<file path="config.mk">
export PLATFORM = sky130hd
export DESIGN_NAME = tile_selective_invert_flat
export DESIGN_NICKNAME = d
export VERILOG_FILES = /design/src/rtl/tsi_pkg.sv /design/src/rtl/tsi_pix_in_if.sv /design/src/rtl/tsi_pix_out_if.sv /design/src/rtl/tsi_cfg_if.sv /design/src/rtl/tile_selective_invert.sv /design/src/flat_wrapper.sv
export VERILOG_INCLUDE_DIRS = /design/src /design/src/rtl
export SDC_FILE = /design/constraint.sdc
export NUM_CORES = 1
export LEC_CHECK = 0
export ABC_AREA = 1
export BUFFER_PORTS_ARGS = -buffer_cell sky130_fd_sc_hd__buf_4
export CAP_MARGIN = 10
export CORE_UTILIZATION = 65
export CTS_BUF_LIST = sky130_fd_sc_hd__clkbuf_8
export CTS_CLUSTER_SIZE = 30
export DETAILED_ROUTE_END_ITERATION = 10
export GPL_TIMING_DRIVEN = 0
export PLACE_DENSITY = 0.82
export SYNTH_ARGS = -nofsm -noshare
export SYNTH_HDL_FRONTEND = slang
export SYNTH_SLANG_ARGS = --single-unit
export TNS_END_PERCENT = 50
</file>
<file path="constraint.sdc">
create_clock -name i_clk -period 5.5 [get_ports i_clk]
set_input_delay 0.825 -clock i_clk [delete_from_list [all_inputs] [get_ports i_clk]]
set_output_delay 0.825 -clock i_clk [all_outputs]
set_load 0.02 [all_outputs]
</file>
<file path="src/rtl/tile_selective_invert_macros.svh">
// Assertion macros used by the tile selective invert RTL.
`ifndef TILE_SELECTIVE_INVERT_MACROS_SVH
`define TILE_SELECTIVE_INVERT_MACROS_SVH

// Same-cycle implication, ignored while reset is asserted.
`define TSI_ASSERT_NOW(label, clk, rst_n, ante, cons) \
    label: assert property (@(posedge clk) disable iff (!(rst_n)) (ante) |-> (cons)) \
        else $error("tile selective invert: same-cycle check failed");

// Next-cycle implication, ignored while reset is asserted.
`define TSI_ASSERT_NEXT(label, clk, rst_n, ante, cons) \
    label: assert property (@(posedge clk) disable iff (!(rst_n)) (ante) |=> (cons)) \
        else $error("tile selective invert: next-cycle check failed");

`endif

</file>
<file path="src/rtl/tsi_pkg.sv">
// Types, constants, microcode table and helpers of the tile selective invert block.
package tsi_pkg;

    localparam int MAX_TILE_SIDE_DEF = 8;
    localparam int PIX_W             = 8;
    localparam int SIDE_W            = 4;
    localparam int LIMIT_W           = 7;
    localparam int CFG_IDX_W         = 2;
    localparam int CFG_DATA_W        = 7;

    localparam logic [PIX_W-1:0] BLACK_LEVEL = 8'd0;
    localparam logic [PIX_W-1:0] WHITE_LEVEL = 8'd255;

    // register indexes of the configuration port
    localparam logic [CFG_IDX_W-1:0] REG_TILE_COLS   = 2'd0;
    localparam logic [CFG_IDX_W-1:0] REG_TILE_ROWS   = 2'd1;
    localparam logic [CFG_IDX_W-1:0] REG_BLACK_LIMIT = 2'd2;

    localparam logic [SIDE_W-1:0]  TILE_COLS_RST   = 4'd8;
    localparam logic [SIDE_W-1:0]  TILE_ROWS_RST   = 4'd8;
    localparam logic [LIMIT_W-1:0] BLACK_LIMIT_RST = 7'd32;

    // microprogram step addresses
    typedef logic [1:0] t_step;
    localparam t_step STEP_LOAD = 2'd0;
    localparam t_step STEP_READ = 2'd1;
    localparam t_step STEP_EMIT = 2'd2;
    localparam t_step STEP_END  = 2'd3;

    // branch conditions
    typedef enum logic [1:0] {
        COND_NEVER      = 2'd0,
        COND_ALWAYS     = 2'd1,
        COND_TILE_OPEN  = 2'd2,
        COND_DRAIN_MORE = 2'd3
    } t_cond;

    typedef struct packed {
        logic  take_in;  // wait for and accept an input item
        logic  rd_mem;   // read the tile store at the drain index
        logic  emit;     // wait for the output slot and load it
        logic  clr;      // clear fill, black count and drain index
        t_cond cond;     // branch condition
        t_step target;   // branch target
    } t_ctrl;

    function automatic t_ctrl ucode(input t_step step);
        t_ctrl w;
        w = '0;
        unique case (step)
            STEP_LOAD: begin
                w.take_in = 1'b1;
                w.cond    = COND_TILE_OPEN;
                w.target  = STEP_LOAD;
            end
            STEP_READ: begin
                w.rd_mem = 1'b1;
                w.cond   = COND_NEVER;
                w.target = STEP_LOAD;
            end
            STEP_EMIT: begin
                w.emit   = 1'b1;
                w.cond   = COND_DRAIN_MORE;
                w.target = STEP_READ;
            end
            STEP_END: begin
                w.clr    = 1'b1;
                w.cond   = COND_ALWAYS;
                w.target = STEP_LOAD;
            end
            default: w = '0;
        endcase
        return w;
    endfunction

    // zero reads as one, above the maximum reads as the maximum
    function automatic logic [SIDE_W-1:0] clamp_side(input logic [SIDE_W-1:0] side,
                                                     input logic [SIDE_W-1:0] max_side);
        logic [SIDE_W-1:0] s;
        s = side;
        if (side == '0) begin
            s = {{(SIDE_W-1){1'b0}}, 1'b1};
        end else if (side > max_side) begin
            s = max_side;
        end
        return s;
    endfunction

    function automatic logic [PIX_W-1:0] flip_pixel(input logic [PIX_W-1:0] v,
                                                    input logic flip);
        logic [PIX_W-1:0] r;
        r = v;
        if (flip && v == BLACK_LEVEL) begin
            r = WHITE_LEVEL;
        end else if (flip && v == WHITE_LEVEL) begin
            r = BLACK_LEVEL;
        end
        return r;
    endfunction

endpackage

</file>
<file path="src/rtl/tsi_pix_in_if.sv">
// Input pixel channel of the tile selective invert block.
interface tsi_pix_in_if;
    logic                       valid;
    logic                       ready;
    logic [tsi_pkg::PIX_W-1:0]  pixel_in;

    modport source (output valid, output pixel_in, input ready);
    modport sink   (input valid, input pixel_in, output ready);
endinterface

</file>
<file path="src/rtl/tsi_pix_out_if.sv">
// Output pixel channel of the tile selective invert block.
interface tsi_pix_out_if;
    logic                       valid;
    logic                       ready;
    logic [tsi_pkg::PIX_W-1:0]  pixel_out;
    logic                       tile_flipped;
    logic                       tile_last;

    modport source (output valid, output pixel_out, output tile_flipped, output tile_last,
                    input ready);
    modport sink   (input valid, input pixel_out, input tile_flipped, input tile_last,
                    output ready);
endinterface

</file>
<file path="src/rtl/tsi_cfg_if.sv">
// Configuration write channel of the tile selective invert block.
interface tsi_cfg_if;
    logic                            valid;
    logic                            ready;
    logic [tsi_pkg::CFG_IDX_W-1:0]   index;
    logic [tsi_pkg::CFG_DATA_W-1:0]  data;

    modport source (output valid, output index, output data, input ready);
    modport sink   (input valid, input index, input data, output ready);
endinterface

</file>
<file path="src/rtl/tile_selective_invert.sv">
// Tile selective invert: buffers one tile, then drains it, flipped when its black count exceeds black_limit.
//
// Channels: i_in carries grey pixels of one tile, row by row; o_out returns the
// whole tile in the same order with tile_flipped on every pixel and tile_last on
// the final one; i_cfg writes tile_cols, tile_rows and black_limit (index 0..2,
// other indexes ignored). i_cfg is always ready; write it only while idle.
// Flow: while loading, i_in is ready and a pixel is taken whenever it is valid. After
// the last pixel of a tile the tile store is drained pixel by pixel, each with a store
// read step and then an output load step that waits for a free output slot; a wrap-up
// step then clears the tile. The single-port tile store is why reads and output loads
// take separate steps; input is held off while draining and during wrap-up.
// Reset clears the step counter, fill, black count, drain index and output valid and
// reloads the registers with 8, 8 and 32; tile store contents are left as they are.
// A stalled receiver holds the current result in the output register and the
// sequencer waits in its emit step; nothing is lost or repeated.
`include "tile_selective_invert_macros.svh"

module tile_selective_invert #(
    parameter int MAX_TILE_SIDE = tsi_pkg::MAX_TILE_SIDE_DEF
) (
    input  logic          i_clk,
    input  logic          i_rst_n,
    tsi_pix_in_if.sink    i_in,
    tsi_pix_out_if.source o_out,
    tsi_cfg_if.sink       i_cfg
);

    localparam int DEPTH = MAX_TILE_SIDE * MAX_TILE_SIDE;
    localparam int AW    = (DEPTH > 1) ? $clog2(DEPTH) : 1;
    localparam int CW    = $clog2(DEPTH + 1);
    localparam logic [tsi_pkg::SIDE_W-1:0] MAX_SIDE = tsi_pkg::SIDE_W'(MAX_TILE_SIDE);

    // configuration registers
    logic [tsi_pkg::SIDE_W-1:0]  r_cols;
    logic [tsi_pkg::SIDE_W-1:0]  r_rows;
    logic [tsi_pkg::LIMIT_W-1:0] r_limit;

    // sequencer and datapath
    tsi_pkg::t_step              r_step, n_step;
    tsi_pkg::t_ctrl              ctrl;
    logic [CW-1:0]               r_fill;    // pixels stored for the current tile
    logic [tsi_pkg::LIMIT_W-1:0] r_black;   // black pixels seen
    logic [CW-1:0]               r_cnt;     // pixels to drain
    logic [CW-1:0]               r_rd;      // drain index
    logic                        r_flip;
    logic [tsi_pkg::PIX_W-1:0]   r_rdata;
    logic [tsi_pkg::PIX_W-1:0]   r_store [DEPTH];

    // output slot
    logic                        r_o_valid;
    logic [tsi_pkg::PIX_W-1:0]   r_o_pixel;
    logic                        r_o_flip;
    logic                        r_o_last;

    logic                        in_acc;
    logic                        slot_free;
    logic                        fire;
    logic                        cond_hit;
    logic [7:0]                  tile_size;
    logic [7:0]                  count_next;
    logic                        tile_open;
    logic                        drain_last;
    logic [tsi_pkg::LIMIT_W-1:0] black_next;

    assign ctrl = tsi_pkg::ucode(r_step);

    assign i_cfg.ready = 1'b1;
    assign i_in.ready  = ctrl.take_in;
    assign in_acc      = i_in.valid && ctrl.take_in;
    assign slot_free   = !r_o_valid || o_out.ready;

    // a step fires once whatever it waits for has happened
    assign fire = (!ctrl.take_in || i_in.valid) && (!ctrl.emit || slot_free);

    assign tile_size  = 8'(tsi_pkg::clamp_side(r_cols, MAX_SIDE))
                      * 8'(tsi_pkg::clamp_side(r_rows, MAX_SIDE));
    assign count_next = 8'(r_fill) + 8'd1;
    assign tile_open  = count_next < tile_size;
    assign drain_last = (8'(r_rd) + 8'd1) == 8'(r_cnt);
    assign black_next = r_black
                      + tsi_pkg::LIMIT_W'(i_in.pixel_in == tsi_pkg::BLACK_LEVEL);

    always_comb begin
        unique case (ctrl.cond)
            tsi_pkg::COND_NEVER:      cond_hit = 1'b0;
            tsi_pkg::COND_ALWAYS:     cond_hit = 1'b1;
            tsi_pkg::COND_TILE_OPEN:  cond_hit = tile_open;
            tsi_pkg::COND_DRAIN_MORE: cond_hit = !drain_last;
            default:                  cond_hit = 1'b0;
        endcase
    end

    always_comb begin
        n_step = r_step;
        if (fire) begin
            n_step = cond_hit ? ctrl.target : r_step + 2'd1;
        end
    end

    // config writes; indexes past the list are dropped
    always_ff @(posedge i_clk) begin
        if (!i_rst_n) begin
            r_cols  <= tsi_pkg::TILE_COLS_RST;
            r_rows  <= tsi_pkg::TILE_ROWS_RST;
            r_limit <= tsi_pkg::BLACK_LIMIT_RST;
        end else if (i_cfg.valid) begin
            unique case (i_cfg.index)
                tsi_pkg::REG_TILE_COLS:   r_cols  <= i_cfg.data[tsi_pkg::SIDE_W-1:0];
                tsi_pkg::REG_TILE_ROWS:   r_rows  <= i_cfg.data[tsi_pkg::SIDE_W-1:0];
                tsi_pkg::REG_BLACK_LIMIT: r_limit <= i_cfg.data;
                default: ;
            endcase
        end
    end

    // tile store, one write or one read per cycle
    always_ff @(posedge i_clk) begin
        if (in_acc) begin
            r_store[r_fill[AW-1:0]] <= i_in.pixel_in;
        end
        if (ctrl.rd_mem) begin
            r_rdata <= r_store[r_rd[AW-1:0]];
        end
    end

    always_ff @(posedge i_clk) begin
        if (!i_rst_n) begin
            r_step  <= tsi_pkg::STEP_LOAD;
            r_fill  <= '0;
            r_black <= '0;
            r_rd    <= '0;
        end else begin
            r_step <= n_step;
            if (in_acc) begin
                r_black <= black_next;
                r_fill  <= r_fill + CW'(1);
            end
            if (ctrl.emit && fire) begin
                r_rd <= r_rd + CW'(1);
            end
            if (ctrl.clr) begin
                r_fill  <= '0;
                r_black <= '0;
                r_rd    <= '0;
            end
        end
    end

    // tile verdict and length are latched with the closing pixel
    always_ff @(posedge i_clk) begin
        if (in_acc && !tile_open) begin
            r_flip <= black_next > r_limit;
            r_cnt  <= CW'(count_next);
        end
    end

    always_ff @(posedge i_clk) begin
        if (!i_rst_n) begin
            r_o_valid <= 1'b0;
        end else if (ctrl.emit && fire) begin
            r_o_valid <= 1'b1;
        end else if (o_out.ready) begin
            r_o_valid <= 1'b0;
        end
    end

    always_ff @(posedge i_clk) begin
        if (ctrl.emit && fire) begin
            r_o_pixel <= tsi_pkg::flip_pixel(r_rdata, r_flip);
            r_o_flip  <= r_flip;
            r_o_last  <= drain_last;
        end
    end

    assign o_out.valid        = r_o_valid;
    assign o_out.pixel_out    = r_o_pixel;
    assign o_out.tile_flipped = r_o_flip;
    assign o_out.tile_last    = r_o_last;

    // the drain index never runs past the latched tile length
    `TSI_ASSERT_NOW(a_rd_in_range, i_clk, i_rst_n, r_step == tsi_pkg::STEP_READ, r_rd < r_cnt)
    // fill never reaches the store depth while loading
    `TSI_ASSERT_NOW(a_fill_in_range, i_clk, i_rst_n, r_step == tsi_pkg::STEP_LOAD,
                    32'(r_fill) < DEPTH)
    // the final drain load shows up as a last result
    `TSI_ASSERT_NEXT(a_last_out, i_clk, i_rst_n,
                     r_step == tsi_pkg::STEP_EMIT && fire && drain_last,
                     r_o_valid && r_o_last)
    // wrap-up leaves a clean tile
    `TSI_ASSERT_NEXT(a_clean_start, i_clk, i_rst_n, r_step == tsi_pkg::STEP_END,
                     r_fill == '0 && r_black == '0 && r_step == tsi_pkg::STEP_LOAD)

endmodule
</file>
<file path="src/flat_wrapper.sv">
// flat-port wrapper written by rule: the top's interface ports become plain ports
module tile_selective_invert_flat 
#(
    parameter int MAX_TILE_SIDE = tsi_pkg::MAX_TILE_SIDE_DEF
)
  (i_clk, i_rst_n, i_in_valid, i_in_pixel_in, i_in_ready, o_out_valid, o_out_pixel_out, o_out_tile_flipped, o_out_tile_last, o_out_ready, i_cfg_valid, i_cfg_index, i_cfg_data, i_cfg_ready);
  tsi_pix_in_if i_in_i ();
  tsi_pix_out_if o_out_i ();
  tsi_cfg_if i_cfg_i ();
  input  logic i_clk;
  input  logic i_rst_n;
  input wire logic [$bits(i_in_i.valid)-1:0] i_in_valid;
  input wire logic [$bits(i_in_i.pixel_in)-1:0] i_in_pixel_in;
  output wire logic [$bits(i_in_i.ready)-1:0] i_in_ready;
  output wire logic [$bits(o_out_i.valid)-1:0] o_out_valid;
  output wire logic [$bits(o_out_i.pixel_out)-1:0] o_out_pixel_out;
  output wire logic [$bits(o_out_i.tile_flipped)-1:0] o_out_tile_flipped;
  output wire logic [$bits(o_out_i.tile_last)-1:0] o_out_tile_last;
  input wire logic [$bits(o_out_i.ready)-1:0] o_out_ready;
  input wire logic [$bits(i_cfg_i.valid)-1:0] i_cfg_valid;
  input wire logic [$bits(i_cfg_i.index)-1:0] i_cfg_index;
  input wire logic [$bits(i_cfg_i.data)-1:0] i_cfg_data;
  output wire logic [$bits(i_cfg_i.ready)-1:0] i_cfg_ready;
  assign i_in_i.valid = i_in_valid;
  assign i_in_i.pixel_in = i_in_pixel_in;
  assign i_in_ready = i_in_i.ready;
  assign o_out_valid = o_out_i.valid;
  assign o_out_pixel_out = o_out_i.pixel_out;
  assign o_out_tile_flipped = o_out_i.tile_flipped;
  assign o_out_tile_last = o_out_i.tile_last;
  assign o_out_i.ready = o_out_ready;
  assign i_cfg_i.valid = i_cfg_valid;
  assign i_cfg_i.index = i_cfg_index;
  assign i_cfg_i.data = i_cfg_data;
  assign i_cfg_ready = i_cfg_i.ready;
  tile_selective_invert #(.MAX_TILE_SIDE(MAX_TILE_SIDE)) u_core (.i_clk(i_clk), .i_rst_n(i_rst_n), .i_in(i_in_i), .o_out(o_out_i), .i_cfg(i_cfg_i));
endmodule
</file>
==> results.tsv, run 1 <==
stage	metric	value	unit
outcome	status	finished, violations left	
clock_tree	CTS Sinks	577	
yosys	synth unique cells	40	
clock_tree	worst skew pair latency	0.69	ns
timing	TNS Setup	0	ns
yosys	synth warn	0	
setup_path	critical path type	register to register	
setup_path	Worst Setup End Kind	register	
yosys	FF+latch count, synth	577	
drt	DR WL/cell	27.3	um
drt	Residual DRC	1	
timing	slew margin rel.	0.191	
timing	final hold violation count	0	
yosys	cell count after synthesis	1856	
yosys	Primary FF master, synth	edfxtp_1	
yosys	average cell area after synthesis	12.9	um^2
timing	Final Skew	0.0341	ns
clock_tree	clock root cell	clkbuf_8	
setup_path	type of origin of the critical path	register	
setup_path	crit path max fanout	8	
layout	non-filler cells, final	2510	
timing	fin crit period	4.29	ns
yosys	area share of the largest cell type after synthesis	0.673	
timing	Fmax	233	MHz
layout	layout overhead on the synthesized area	10.1	%
drt	Routed Antenna Nets	0	
setup_path	crit-path cells	inv_1, nand4_1, fa_1, inv_1, fa_1, ha_1, a21oi_1, nand2_1, nand2_1, nand2_1, a21oi_1, xor2_1, ha_1, nand2_1, nor2_1, nand2_1, a21oi_1	
floorplan	row count	70	
clock_tree	# H-tree levels	3	
setup_path	flop-to-flop setup slack	1.21	ns
floorplan	total core area	36400	um^2
clock_tree	CTS tree	built	
timing	Tcrit/Tclk final	0.780	
yosys	area of the mapped netlist	24000	um^2
timing	RSZ-0062 raised after global routing	no	
floorplan	die span in x	194	um
clock_tree	Gates resized, CTS repair	0	
yosys	top post-synthesis cells by area	edfxtp_1 (67%), nor2_1 (5.0%), o21ai_0 (4.1%)	
global_routing	first-pass GRT wire length	99.1	mm
clock_tree	TritonCTS Buffers	89	
layout	Layout Utilization	0.726	
drt	TritonRoute pass-1 iters	9	
yosys	sequential area share after synthesis	0.705	
floorplan	full die area	37700	um^2
yosys	most common cell in the netlist	edfxtp_1	
drt	WL final	68.6	mm
clock_tree	clock transition at the registers of the reported paths	0.06	ns
worst_hold_path	Hold Path Class	input port to register	
global_routing	Congestion Overflow GR	0	
placement	Inst Count DP	2357	
global_routing	initial antenna violation count	0	
flow_run	max_cap viols	0	
setup_path	Crit-path slowest cell	a21oi_1	
timing	final setup fails	0	
layout	layout cells sized above 1	0.0960	
drt	Vias per Instance	6.76	
placement	input/output buffers	33	
pwr	power per cell area	354	nW/um^2
drt	initial DRC count	3040	
setup_path	Crit path top cell by count	nand2_1	
setup_path	crit-path max cell delay	0.61	ns
placement	Final HPWL DP	44.5	mm
floorplan	num ports	35	
layout	Diodes inserted	0	
pwr	Peak VDD IR	0.225	mV
yosys	syn_nets	1918	
yosys	Async SR Flop Fraction	0	
global_routing	largest net degree at the start of global routing	66	
clock_tree	cts hold-fix bufs	0	
yosys	EDFF count, synth	538	
global_routing	vias in the first global route	16300	
floorplan	Starting Density	0.659	
pwr	Leakage	8.91	nW
layout	nets@finish	2042	
placement	Final Wtd Congestion	1.21	
setup_path	Crit path arrival time	4.59	ns
floorplan	Die Ht	194	um
timing	Min Hold Slack	0.385	ns
yosys	Synth area leader	edfxtp_1	
timing	count of pins over their slew limit	0	
outcome	failing checks	design-rule violations	
clock_tree	Post-CTS Setup Bufs	0	
global_routing	global router's overall resource usage	0.365	
clock_tree	clk buf depth	3	
setup_path	critical path required time	5.80	ns
drt	via count	17000	
timing	pin slew with the least headroom to its limit	1.21	ns
yosys	Synth top cells by count	edfxtp_1 (538), nor2_1 (319), o21ai_0 (195)	
-- sequential cells by signal, summed over array words and instances (netlist names), 2 cells and up --
signal,flops
u_core.r_rd,7
u_core.o_out.pixel_out,8
u_core.r_cols,4
u_core.r_limit,7
u_core.r_store,512
u_core.r_rows,4
u_core.r_rdata,8
u_core.r_step,2
u_core.r_black,7
u_core.r_fill,7
u_core.r_cnt,7
-- power breakdown --
| group | leakage, nW | internal, mW | total [mW] | switching (mW) |
|---|---|---|---|---|
| Clock | 0.917 | 1.67 | 3.32 | 1.64 |
| Sequential | 5.16 | 4.94 | 5.01 | 0.0644 |
| Combinational | 2.83 | 0.280 | 1.04 | 0.758 |
| Total | 8.91 | 6.90 | 9.36 | 2.47 |
-- stage by stage --
stage / worst slack, ns / cell area, um^2 / power, mW
floorplan: 1.71 / 24000 / 5.66
global placement: 1.41 / 24800 / 6.03
detailed placement: 1.26 / 24800 / 6.08
CTS: 1.22 / 26400 / 9.30
global route: 0.925 / 26400 / 9.59
finish: 1.21 / 26400 / 9.36
-- critical path: cells and delay by family (launching register included) --
| family | cells | cell delay, ns |
|---|---|---|
| fa+ha+maj | 4 | 1.61 |
| compound gates | 3 | 0.97 |
| simple gates | 7 | 0.65 |
| flops | 1 | 0.33 |
| buf+inv | 2 | 0.24 |
| xor+xnor | 1 | 0.11 |
-- kinds of logic after synthesis --
logic type               after synthesis  synth area share
other                                  1          0.000156
multiplexers                          64            0.0267
XOR/XNOR                              14           0.00511
buffers and inverters                188            0.0377
AO/OA/AOI/OAI                        457             0.116
AND/OR/NAND/NOR                      515            0.0864
flip-flops                           577             0.705
adder cells (fa/ha/maj)               40            0.0221
-- routing by layer --
metal | routed length (um) | global-route usage
met1 | 23600 | 0.480
met2 | 30900 | 0.551
met3 | 10000 | 0.103
met4 | 4070 | 0.207
met5 | 0 | 0
-- layout by cell type, fill, tap and decap left out, drive strengths merged, types with 65 or more instances in the layout --
cell type and count:
buf 91, clkbuf 146, edfxtp 538, inv 103, nand2 103, nand3 70, nor2 320, o211ai 68
o21ai 226, o22ai 65
-- area by class of cell --
| cell class | instances | area [um^2] |
|---|---|---|
| clock inverter | 62 | 347 |
| sequential | 577 | 16900 |
| buffer | 113 | 623 |
| fill | 2357 | 9990 |
| clock buffer | 91 | 1250 |
| timing repair buffer | 33 | 248 |
| tap | 468 | 586 |
| inverter | 75 | 282 |
| multi-input combinational | 1091 | 6170 |
-- worst paths after layout --
check                                  startpoint  cells after the start                 to
worst min-delay path                i_cfg_data[5]                      3  u_core.r_limit[5]
worst min register to register  u_core.r_limit[4]                      2  u_core.r_limit[4]
worst max-delay path             u_core.r_rows[3]                     17    u_core.r_cnt[4]
worst max register to register   u_core.r_rows[3]                     17    u_core.r_cnt[4]
(Power assumes the default switching activity.)
==> run 2, diff against run 1 <==
- clock period: 5.5 -> 4.35 ns (I/O delays scaled with it)
==> run 2 against run 1 <==
  * The flow now finishes without violations
  * Clock power rose by 27%
  * Via count up 0.20%
  * Count of clock-buffer cells in the layout unchanged
  * Maximum frequency grew 4.7%
  * Register-to-register slack lost 0.96 ns
  * First-iteration DRC count is 3.1% lower
  * Routed wire length fell by 0.10%
  * Worst setup slack got worse by 0.96 ns
==> results.tsv, run 2 (synthesis results as in run 1) <==
stage	metric	value	unit
outcome	status	complete, no violations	
global_routing	vias in the first global route	16300	
drt	DRT met1 WL	23.5	mm
timing	Tcrit/Tclk final	0.941	
drt	initial DRC count	2945	
placement	pre-CTS setup slack	0.110	ns
pwr	Final Power	11.8	mW
clock_tree	cts hold-fix bufs	0	
floorplan	Die Ht	194	um
pwr	combinational fraction of design power	0.111	
setup_path	crit-path cells	inv_1, nand4_1, fa_1, inv_1, fa_1, ha_1, a21oi_1, nand2_1, nand2_1, nand2_1, a21oi_1, xor2_1, ha_1, nand2_1, nor2_1, nand2_1, a21oi_2	
drt	Residual DRC	0	
clock_tree	CTS tree	built	
setup_path	RR Endpoint	u_core.r_cnt[4]	
layout	commonest non-fill, non-tap cells in the layout	edfxtp_1 (538), nor2_1 (319), o21ai_0 (195)	
floorplan	row count	70	
drt	Highest Signal Layer	met4	
drt	Routed Antenna Nets	0	
layout	non-filler cells, final	2510	
placement	Final HPWL DP	44.5	mm
floorplan	die span in x	194	um
timing	final hold violation count	0	
setup_path	Crit path top cell by count	nand2_1	
placement	Final Wtd Congestion	1.21	
global_routing	first-pass GRT wire length	99.1	mm
pwr	Leakage	8.91	nW
clock_tree	clk buf depth	3	
pwr	net switching power	3.13	mW
setup_path	launch point of the worst reg-to-reg path	u_core.r_rows[3]	
pwr	Internal	8.72	mW
setup_path	Crit-path slowest cell	fa_1	
placement	Placement Cell Area	24800	um^2
placement	input/output buffers	33	
setup_path	crit-path max cell delay	0.56	ns
worst_hold_path	worst hold stages	3	
floorplan	total core area	36400	um^2
layout	layout cells sized above 1	0.0970	
floorplan	full die area	37700	um^2
timing	count of pins over their slew limit	0	
placement	Inst Count DP	2357	
pwr	power per cell area	448	nW/um^2
layout	Layout Utilization	0.726	
pwr	clock power share	0.355	
drt	DR WL met2	31.0	mm
timing	Fmax	244	MHz
timing	RSZ-0062 raised after global routing	yes	
layout	most common cell after layout, fill and taps aside	edfxtp_1	
setup_path	type of origin of the critical path	register	
timing	TNS Setup	0	ns
setup_path	worst reg-to-reg path cell count	17	
timing	fin crit period	4.10	ns
setup_path	flop-to-flop setup slack	0.25	ns
floorplan	Starting Density	0.659	
drt	met3 wire length	10.1	mm
floorplan	num ports	35	
pwr	Peak VDD IR	0.285	mV
worst_hold_path	Hold Path Class	input port to register	
worst_hold_path	hold_sp	i_cfg_data[5]	
setup_path	Crit path arrival time	4.41	ns
drt	DR WL/cell	27.3	um
setup_path	CP Depth	17	
timing	Min Hold Slack	0.220	ns
pwr	Sequential Power Share	0.534	
layout	cell area after layout	26400	um^2
layout	Diodes inserted	0	
drt	Vias per Instance	6.77	
drt	WL final	68.5	mm
setup_path	delay-heaviest family, CP	adder cells	
drt	via count	17000	
global_routing	initial antenna violation count	0	
drt	TritonRoute pass-1 iters	9	
clock_tree	TritonCTS Buffers	89	
flow_run	max_cap viols	0	
setup_path	Worst Setup EP	u_core.r_cnt[4]	
layout	nets@finish	2042	
pwr	Net Sw Frac	0.264	
global_routing	Congestion Overflow GR	0	
setup_path	Crit path buffers/inverters	2	
setup_path	critical path required time	4.66	ns
timing	slew margin rel.	0.221	
clock_tree	worst skew pair latency	0.69	ns
layout	layout overhead on the synthesized area	10.2	%
layout	max reg flops	512	
setup_path	critical path startpoint	u_core.r_rows[3]	
timing	Final Skew	0.0341	ns
global_routing	global router's overall resource usage	0.365	
setup_path	crit path max fanout	8	
clock_tree	CTS Sinks	577	
clock_tree	clock root cell	clkbuf_8	
timing	pin slew with the least headroom to its limit	1.16	ns
clock_tree	# H-tree levels	3	
global_routing	largest net degree at the start of global routing	66	
timing	final setup fails	0	
setup_path	critical path type	register to register	
setup_path	Worst Setup End Kind	register	
clock_tree	clock transition at the registers of the reported paths	0.06	ns
clock_tree	Post-CTS Setup Bufs	0	
timing	PnR worst setup slack	0.255	ns
run 2: power by group through the flow:
stage	clock network [mW]	logic, mW	registers, mW
final	4.20	1.32	6.33
after global routing	4.40	1.38	6.34
after CTS	4.17	1.26	6.33
after detailed placement	0	1.25	6.44
after global placement	0	1.20	6.43
after floorplan	0	0.740	6.42
run 2: layout make-up:
cell class / count / area [um^2]
fill: 2358 / 9990
clock inverter: 62 / 347
tap: 468 / 586
clock buffer: 91 / 1250
inverter: 75 / 282
buffer: 113 / 623
multi-input combinational: 1091 / 6180
timing repair buffer: 33 / 248
sequential: 577 / 16900
run 2: worst register-to-register path, stage by stage (launching register included):
cell and delay, ns:
dfxtp_1 0.33, inv_1 0.19, nand4_1 0.17, fa_1 0.56, inv_1 0.05, fa_1 0.38, ha_1 0.37, a21oi_1 0.20
nand2_1 0.08, nand2_1 0.08, nand2_1 0.05, a21oi_1 0.15, xor2_1 0.11, ha_1 0.32, nand2_1 0.07, nor2_1 0.11
nand2_1 0.11, a21oi_2 0.41
run 2: metal layers:
| metal | vias to the layer above | track usage |
|---|---|---|
| met2 | 1461 | 0.549 |
| li1 | 7183 | - |
| met1 | 8065 | 0.479 |
| met5 | - | 0 |
| met3 | 281 | 0.103 |
| met4 | 0 | 0.213 |
run 2: how the worst min path moves through the flow:
stage,end
CTS,u_core.r_limit[5]
global placement,u_core.r_limit[4]
finish,u_core.r_limit[5]
detailed placement,u_core.r_limit[2]
floorplan,u_core.r_limit[1]
global route,u_core.r_limit[5]
run 2: what timing repair did:
action                     in CTS  in global routing
setup endpoints to repair       0                  9
resized for setup               0                  2
hold endpoints to repair        0                  0
